## src/vccd_pkg.sv

```systemverilog
// ----------------------------------------------------------------------------
// vccd_pkg
// Shared types and constants for the video clip dropout detector.
// ----------------------------------------------------------------------------
package vccd_pkg;

  localparam int SAMPLE_W = 16;
  localparam int ASTART_W = 12;

  // Margin = floor(2*(white-black)/25) for a 17-bit doubled difference.
  // Reciprocal of 25 scaled by 2^24, rounded up; exact over the full range.
  localparam int DIFF_W      = SAMPLE_W + 1;
  localparam int RECIP_W     = 20;
  localparam int RECIP_SHIFT = 24;
  localparam int PROD_W      = DIFF_W + RECIP_W;
  localparam int MARGIN_W    = 13;
  localparam logic [RECIP_W-1:0] RECIP_25 = 20'd671089;

  typedef enum logic [1:0] {
    REG_WHITE  = 2'd0,
    REG_BLACK  = 2'd1,
    REG_ASTART = 2'd2
  } cfg_reg_t;

  typedef struct packed {
    logic [SAMPLE_W-1:0] hi;
    logic [SAMPLE_W-1:0] lo;
  } thr_t;

endpackage

```

## src/video_clip_dropout_detector.sv

```systemverilog
// ----------------------------------------------------------------------------
// video_clip_dropout_detector
// Finds clip (over/undershoot) events in active-area video samples.
// ----------------------------------------------------------------------------
// Usage:
//   Input channel (in_valid/in_ready) takes one sample per item in raster
//   order, with its line number and a flag on the last active sample.
//   Output channel (out_valid/out_ready) gives at most one event per input
//   item: start x, end x and line number plus one.
//   Configuration channel (cfg_valid/cfg_ready) writes white level, black
//   level and active start by index; it is always ready.
// Throughput: one item per clock unless the input is held off. The history of
//   out-of-range flags is a row of WINDOW-1 cells shifting once per item;
//   the search for the farthest flagged sample is registered with the shift.
// Latency: an event is registered and shown the cycle after the item that
//   completes it is accepted.
// After reset, and after any white or black write, the input is held off
//   while the two-stage threshold unit settles.
// A stalled output register holds the input off until the event is taken.
// ----------------------------------------------------------------------------
module video_clip_dropout_detector #(
  parameter int WINDOW    = 20,
  parameter int LINE_BITS = 10,
  parameter int X_BITS    = 12
) (
  input  logic                          clk,
  input  logic                          rst,
  input  logic                          in_valid,
  output logic                          in_ready,
  input  logic [vccd_pkg::SAMPLE_W-1:0] sample,
  input  logic [LINE_BITS-1:0]          line_number,
  input  logic                          last_in_line,
  output logic                          out_valid,
  input  logic                          out_ready,
  output logic [X_BITS-1:0]             start_x,
  output logic [X_BITS-1:0]             end_x,
  output logic [LINE_BITS:0]            event_line,
  input  logic                          cfg_valid,
  output logic                          cfg_ready,
  input  logic [1:0]                    cfg_index,
  input  logic [vccd_pkg::SAMPLE_W-1:0] cfg_data
);

  localparam int HW = WINDOW - 1;
  localparam int BW = $clog2(WINDOW);
  localparam int SW = $clog2(WINDOW + 1);
  localparam int EW = LINE_BITS + 1;

  // configuration
  logic [vccd_pkg::SAMPLE_W-1:0] white_level;
  logic [vccd_pkg::SAMPLE_W-1:0] black_level;
  logic [vccd_pkg::ASTART_W-1:0] active_start;
  logic [1:0]                    settle;
  vccd_pkg::thr_t                thr;

  // line state
  logic [HW-1:0]        hist;
  logic [HW-1:0]        hist_next;
  logic [BW-1:0]        back, back_next;
  logic [X_BITS-1:0]    x_pos, x_pos_next;
  logic [SW-1:0]        skip, skip_next;
  logic [BW-1:0]        fwd, fwd_next;
  logic                 pend_valid, pend_valid_next;
  logic                 pend_wide, pend_wide_next;
  logic                 first_of_line, first_of_line_next;
  logic [X_BITS-1:0]    pend_start, pend_start_next;
  logic [X_BITS-1:0]    pend_end, pend_end_next;
  logic [LINE_BITS-1:0] pend_line, pend_line_next;

  logic accept, nom, trig, new_bit, emit;

  assign cfg_ready = 1'b1;
  assign in_ready  = (settle == 2'd0) && (!out_valid || out_ready);
  assign accept    = in_valid && in_ready;

  always_ff @(posedge clk) begin
    if (rst) begin
      white_level  <= '1;
      black_level  <= '0;
      active_start <= '0;
      settle       <= 2'd2;
    end else begin
      if (settle != 2'd0) begin
        settle <= settle - 2'd1;
      end
      if (cfg_valid) begin
        unique case (cfg_index)
          vccd_pkg::REG_WHITE: begin
            white_level <= cfg_data;
            settle      <= 2'd2;
          end
          vccd_pkg::REG_BLACK: begin
            black_level <= cfg_data;
            settle      <= 2'd2;
          end
          vccd_pkg::REG_ASTART: begin
            active_start <= cfg_data[vccd_pkg::ASTART_W-1:0];
          end
          default: begin
          end
        endcase
      end
    end
  end

  vccd_thresh u_thresh (
    .clk         (clk),
    .white_level (white_level),
    .black_level (black_level),
    .thr         (thr)
  );

  // history line: cell 0 takes the newest flag
  genvar gi;
  generate
    for (gi = 0; gi < HW; gi++) begin : g_cell
      logic din;
      if (gi == 0) begin : g_head
        assign din = new_bit;
      end else begin : g_body
        assign din = hist[gi-1];
      end
      vccd_cell u_cell (
        .clk   (clk),
        .rst   (rst),
        .shift (accept),
        .clear (last_in_line),
        .din   (din),
        .q     (hist[gi])
      );
    end
  endgenerate

  always_comb begin
    nom  = (sample < black_level) || (sample > white_level);
    trig = (sample < thr.lo) || (sample > thr.hi);
    new_bit = nom && !first_of_line;

    emit               = 1'b0;
    pend_valid_next    = pend_valid;
    pend_wide_next     = pend_wide;
    pend_start_next    = pend_start;
    pend_end_next      = pend_end;
    pend_line_next     = pend_line;
    fwd_next           = fwd;
    skip_next          = skip;

    // forward window of an open event
    if (pend_valid) begin
      if (nom) begin
        pend_end_next  = x_pos;
        pend_wide_next = 1'b1;
      end
      if (fwd != '0) begin
        fwd_next = fwd - BW'(1);
      end
      if (fwd_next == '0 || last_in_line) begin
        emit            = pend_wide_next;
        pend_valid_next = 1'b0;
      end
    end

    if (skip != '0) begin
      skip_next = skip - SW'(1);
    end else if (trig && !emit) begin
      pend_start_next = x_pos - X_BITS'(back);
      pend_end_next   = x_pos;
      pend_line_next  = line_number;
      pend_wide_next  = (back != '0);
      skip_next       = SW'(WINDOW);
      if (last_in_line) begin
        emit            = pend_wide_next;
        pend_valid_next = 1'b0;
        fwd_next        = '0;
      end else begin
        pend_valid_next = 1'b1;
        fwd_next        = BW'(WINDOW - 1);
      end
    end

    if (last_in_line) begin
      skip_next          = '0;
      pend_valid_next    = 1'b0;
      fwd_next           = '0;
      x_pos_next         = X_BITS'(active_start);
      first_of_line_next = 1'b1;
      hist_next          = '0;
    end else begin
      x_pos_next         = x_pos + X_BITS'(1);
      first_of_line_next = 1'b0;
      hist_next          = (hist << 1) | HW'(new_bit);
    end

    // distance back to the farthest flagged sample after this shift
    back_next = '0;
    for (int k = 1; k <= HW; k++) begin
      if (hist_next[k-1]) begin
        back_next = BW'(k);
      end
    end
  end

  always_ff @(posedge clk) begin
    if (rst) begin
      x_pos         <= '0;
      skip          <= '0;
      fwd           <= '0;
      back          <= '0;
      pend_valid    <= 1'b0;
      pend_wide     <= 1'b0;
      first_of_line <= 1'b1;
      out_valid     <= 1'b0;
    end else begin
      if (accept) begin
        x_pos         <= x_pos_next;
        skip          <= skip_next;
        fwd           <= fwd_next;
        back          <= back_next;
        pend_valid    <= pend_valid_next;
        pend_wide     <= pend_wide_next;
        first_of_line <= first_of_line_next;
        pend_start    <= pend_start_next;
        pend_end      <= pend_end_next;
        pend_line     <= pend_line_next;
      end
      if (accept && emit) begin
        out_valid  <= 1'b1;
        start_x    <= pend_start_next;
        end_x      <= pend_end_next;
        event_line <= EW'(pend_line_next) + EW'(1);
      end else if (out_ready) begin
        out_valid <= 1'b0;
      end
    end
  end

endmodule

```

## src/vccd_cell.sv

```systemverilog
// ----------------------------------------------------------------------------
// vccd_cell
// One stage of the out-of-range history line: holds one flag and passes it
// on to the next cell on every item; cleared at line end.
// ----------------------------------------------------------------------------
module vccd_cell (
  input  logic clk,
  input  logic rst,
  input  logic shift,
  input  logic clear,
  input  logic din,
  output logic q
);

  always_ff @(posedge clk) begin
    if (rst) begin
      q <= 1'b0;
    end else if (shift) begin
      q <= clear ? 1'b0 : din;
    end
  end

endmodule

```

## src/vccd_thresh.sv

```systemverilog
// ----------------------------------------------------------------------------
// vccd_thresh
// Trigger thresholds: white plus margin and black minus margin, saturated.
// Two register stages (margin, then thresholds).
// ----------------------------------------------------------------------------
module vccd_thresh (
  input  logic                           clk,
  input  logic [vccd_pkg::SAMPLE_W-1:0]  white_level,
  input  logic [vccd_pkg::SAMPLE_W-1:0]  black_level,
  output vccd_pkg::thr_t                 thr
);

  logic [vccd_pkg::DIFF_W-1:0]   dbl;
  logic [vccd_pkg::PROD_W-1:0]   prod;
  logic [vccd_pkg::MARGIN_W-1:0] margin;
  logic [vccd_pkg::DIFF_W-1:0]   hi_sum;
  logic [vccd_pkg::SAMPLE_W-1:0] margin_s;

  always_comb begin
    dbl = '0;
    if (white_level >= black_level) begin
      dbl = {white_level - black_level, 1'b0};
    end
    prod = vccd_pkg::PROD_W'(dbl) * vccd_pkg::PROD_W'(vccd_pkg::RECIP_25);
  end

  always_ff @(posedge clk) begin
    margin <= prod[vccd_pkg::RECIP_SHIFT +: vccd_pkg::MARGIN_W];
  end

  always_comb begin
    margin_s = vccd_pkg::SAMPLE_W'(margin);
    hi_sum   = vccd_pkg::DIFF_W'(white_level) + vccd_pkg::DIFF_W'(margin);
  end

  always_ff @(posedge clk) begin
    thr.hi <= hi_sum[vccd_pkg::SAMPLE_W] ? '1 : hi_sum[vccd_pkg::SAMPLE_W-1:0];
    thr.lo <= (black_level > margin_s) ? black_level - margin_s : '0;
  end

endmodule
```

## config.mk

```make
export PLATFORM = sky130hd
export DESIGN_NAME = video_clip_dropout_detector
export DESIGN_NICKNAME = d
export VERILOG_FILES = /design/src/vccd_pkg.sv /design/src/video_clip_dropout_detector.sv /design/src/vccd_cell.sv /design/src/vccd_thresh.sv
export SDC_FILE = /design/constraint.sdc
export NUM_CORES = 1
export LEC_CHECK = 0
export BUFFER_PORTS_ARGS = -buffer_cell sky130_fd_sc_hd__buf_2
export CAP_MARGIN = 20
export CELL_PAD_IN_SITES_DETAIL_PLACEMENT = 0
export CELL_PAD_IN_SITES_GLOBAL_PLACEMENT = 1
export CORE_UTILIZATION = 45
export CTS_BUF_LIST = sky130_fd_sc_hd__clkbuf_2 sky130_fd_sc_hd__clkbuf_4 sky130_fd_sc_hd__clkbuf_8
export DETAILED_ROUTE_END_ITERATION = 8
export PLACE_DENSITY_LB_ADDON = 0.12
export SETUP_SLACK_MARGIN = 0.2
export SYNTH_ARGS = -nofsm -noshare
export SYNTH_HDL_FRONTEND = slang
export SYNTH_HIERARCHICAL = 1
export SYNTH_SLANG_ARGS = --single-unit
```

## constraint.sdc

```tcl
create_clock -name clk -period 7.5 [get_ports clk]
set_clock_uncertainty 0.15 [all_clocks]
set_input_delay 0.75 -clock clk [delete_from_list [all_inputs] [get_ports clk]]
set_output_delay 0.75 -clock clk [all_outputs]
set_load 0.02 [all_outputs]
```

==> results.tsv <==
stage	metric	value	unit
route	drtPass1Iterations	7	
cts	cts.htree.levels	2	
logic_synthesis	avgSynthCellArea	9.23	um2
timing	fin_crit	7.24	ns
grt	track_usage	0.247	
grt	overflow	0	
logic_synthesis	synth-edff-count	69	
grt	grt_pass1_wl	75200	um
outcome	status	complete, no violations	
critical_path	required	7.80	ns
critical_path	worst_r2r_endpoint	u_thresh/margin[9]$_DFF_P_	
logic_synthesis	ys_ff_latch	209	
logic_synthesis	yosysWarningCount	6	
timing	hold_viol	0	
timing	setup_viol	0	
finish	nets	2517	
timing	rsz0062_at_grt	yes	
critical_path	endpoint_kind	register	
cts	root_buffer	clkbuf_8	
logic_synthesis	synthFlopType	dfxtp_1	
placement	dp.cells	2543	
critical_path	reg2regPathDepth	27	
cts	cts_tree	yes	
timing	final_max_slew_viol_count	0	
timing	tightest_slew	1.01	ns
cts	path_clk_slew	0.06	ns
grt	antenna_found_initial	0	
route	viasPerCell	5.30	
placement	dp_hpwl	37800	um
finish	finalNonFillerCells	2649	
route	wl_per_cell	17.9	um
critical_path	worstPathMaxFanout	6	
timing	relSlewSlack	0.325	
grt	grt_pass1_vias	14200	
critical_path	worst_setup_path_start_kind	register	
placement	routabilityCongestion	0.916	
critical_path	startpoint	white_level[0]$_SDFFE_PP1P_	
logic_synthesis	syn_nets	2284	
placement	dpl_cell_area	19100	um2
die	initial_core_util	0.459	
finish	layout_commonest_cell	inv_1	
critical_path	r2r_slack	0.26	ns
die	fp.dieH	198	um
logic_synthesis	yosysUniqueCellTypes	82	
route	drt_iter0_markers	684	
logic_synthesis	synthesis.area	17300	um2
finish	area_growth	21.1	%
die	coreArea	37800	um2
timing	fmax	0.138	GHz
critical_path	r2r_start	white_level[0]$_SDFFE_PP1P_	
route	antenna_left	0	
critical_path	critical_path_class	register to register	
cts	clk-insertion-delay-late	0.56	ns
timing	final.setup.worst_slack	0.260	ns
critical_path	critPathCapture	u_thresh/margin[9]$_DFF_P_	
route	routed_wl	47500	um
logic_synthesis	async_flop_share	0	
die	rows	71	
cts	holdBufCountCts	0	
logic_synthesis	synth_top_cell_area_share	0.185	
finish	drive_gt1_frac	0.226	
job	cap_viol_max_count	0	
cts	cts_sinks	209	
die	die_area	39300	um2
die	io_pins	88	
finish	final_cell_mix	267 x inv_1, 234 x ha_1, 154 x nand2_1	
logic_synthesis	yosysTopAreaCell	ha_1	
grt	grt_max_degree	69	
route	route.vias.total	14000	
cts	cts_made_buffers	39	
cts	clock_path_buffers	3	
logic_synthesis	syn_inst	1876	
timing	post-route-period-util	0.965	
logic_synthesis	synth.yosys.seq_area_share	0.282	
logic_synthesis	synth_area_leaders	ha_1 18%, dfxtp_1 16%, edfxtp_1 12%, fa_1 12%, inv_1 6.1%	
finish	design_area	21000	um2
placement	io_buffers	86	
die	die_w	198	um
placement	preCtsSetupSlack	-0.133	ns
finish	antenna_cells	0	
critical_path	worstPathArrival	7.54	ns
route	route.detailed.drc	0	
hold_path	hold_class	primary input to register	
-- sequential cells by signal (all words and copies together) (netlist names), 2 cells and up --
| signal | flops |
|---|---|
| x_pos | 12 |
| active_start | 12 |
| end_x | 12 |
| skip | 5 |
| white_level | 16 |
| pend_start | 12 |
| start_x | 12 |
| u_thresh/thr | 32 |
| settle | 2 |
| u_thresh/margin | 13 |
| pend_end | 12 |
| g_cell.u_cell/q | 18 |
| back | 5 |
| event_line | 11 |
| pend_line | 10 |
| black_level | 16 |
| fwd | 5 |
-- kinds of logic after synthesis --
kind of cell,after synthesis,synth area share
AOI/OAI and AO/OA,379,0.145
xor gates and xnor gates,65,0.0333
adders and majority gates,358,0.303
buffers and inverters,323,0.0721
DFF,209,0.282
muxes,34,0.0215
other,1,0.000217
and+or+nand+nor,507,0.144
-- worst max-delay path, cell delays in order (launching register included) --
cell      delay [ns]
dfxtp_2         0.33
inv_2           0.04
ha_4            0.16
fa_2            0.35
nand2b_4        0.17
a21oi_4         0.19
o21ai_4         0.08
a31o_4          0.26
buf_4           0.14
and2_4          0.20
nor2_4          0.13
fa_2            0.48
fa_2            0.36
fa_1            0.46
fa_1            0.50
fa_1            0.55
inv_1           0.06
fa_1            0.53
inv_1           0.06
ha_4            0.26
a21oi_4         0.12
o211ai_1        0.12
a211o_1         0.33
nand2b_1        0.15
or3_4           0.37
a311oi_4        0.27
o21bai_1        0.13
xor2_1          0.17
-- cells in the mapped netlist (10+ instances only) --
master / count
a21oi_2: 21
a21o_1: 26
clkbuf_1: 27
nor4_1: 10
nor3_1: 36
inv_1: 280
ha_1: 256
and2_1: 10
edfxtp_1: 69
a21oi_1: 135
nand2_1: 158
or3_1: 10
o21ai_0: 54
a211oi_1: 14
dfxtp_1: 140
xnor2_1: 36
fa_1: 102
nand3b_1: 20
and3_1: 10
o211ai_1: 22
nand3_1: 31
xor2_1: 28
nand4_1: 19
a221oi_1: 11
o21a_1: 18
nand2b_1: 40
nor2b_1: 18
a31oi_1: 16
mux2_2: 25
nor2_1: 116
-- worst min path at each step --
stage          slack, ns                     endpoint                  startpoint  cells past startpoint
2_1_floorplan       0.27   first_of_line$_SDFFE_PP1P_  first_of_line$_SDFFE_PP1P_                      2
3_3_place_gp        0.29         settle[0]$_SDFF_PP0_        settle[0]$_SDFF_PP0_                      1
3_5_place_dp        0.30         back[2]$_SDFFE_PP0P_        back[2]$_SDFFE_PP0P_                      2
4_1_cts             0.26  black_level[2]$_SDFFE_PP0P_                 cfg_data[2]                      3
5_1_grt             0.28         skip[1]$_SDFFE_PP0P_                         rst                      2
6_report            0.30  black_level[2]$_SDFFE_PP0P_                 cfg_data[2]                      3
-- stage by stage --
| step | hold slack (ns) | util | setup TNS [ns] |
|---|---|---|---|
| after floorplan | 0.273 | - | 0 |
| after global placement | 0.286 | 0.506 | 0 |
| after detailed placement | 0.299 | 0.506 | -0.448 |
| after CTS | 0.264 | 0.546 | 0 |
| after global routing | 0.282 | 0.556 | 0 |
| final | 0.299 | 0.556 | 0 |
-- layer usage --
metal  share of wire  global-route usage
met4           0.016              0.0566
met3           0.044              0.0358
met5               0                   0
met1            0.47               0.334
met2            0.47               0.415
-- what timing repair did --
item | in CTS | in global routing
buffers inserted | 26 | 9
resized for setup | 68 | 65
endpoints found under the hold margin | 0 | 0
pin swaps | 52 | 52
setup endpoints to repair | 9 | 12
-- cell type report --
class / instances / area [um2]
inverter: 282 / 1060
timing repair buffer: 233 / 1590
multi-input combinational: 1344 / 11800
tap: 511 / 639
fill: 3504 / 16800
clock buffer: 51 / 652
sequential: 209 / 4880
clock inverter: 19 / 335
Power is left out: the tool's default activity adds up to more than one toggle a clock period on the data nets, which glitch-free logic cannot reach.
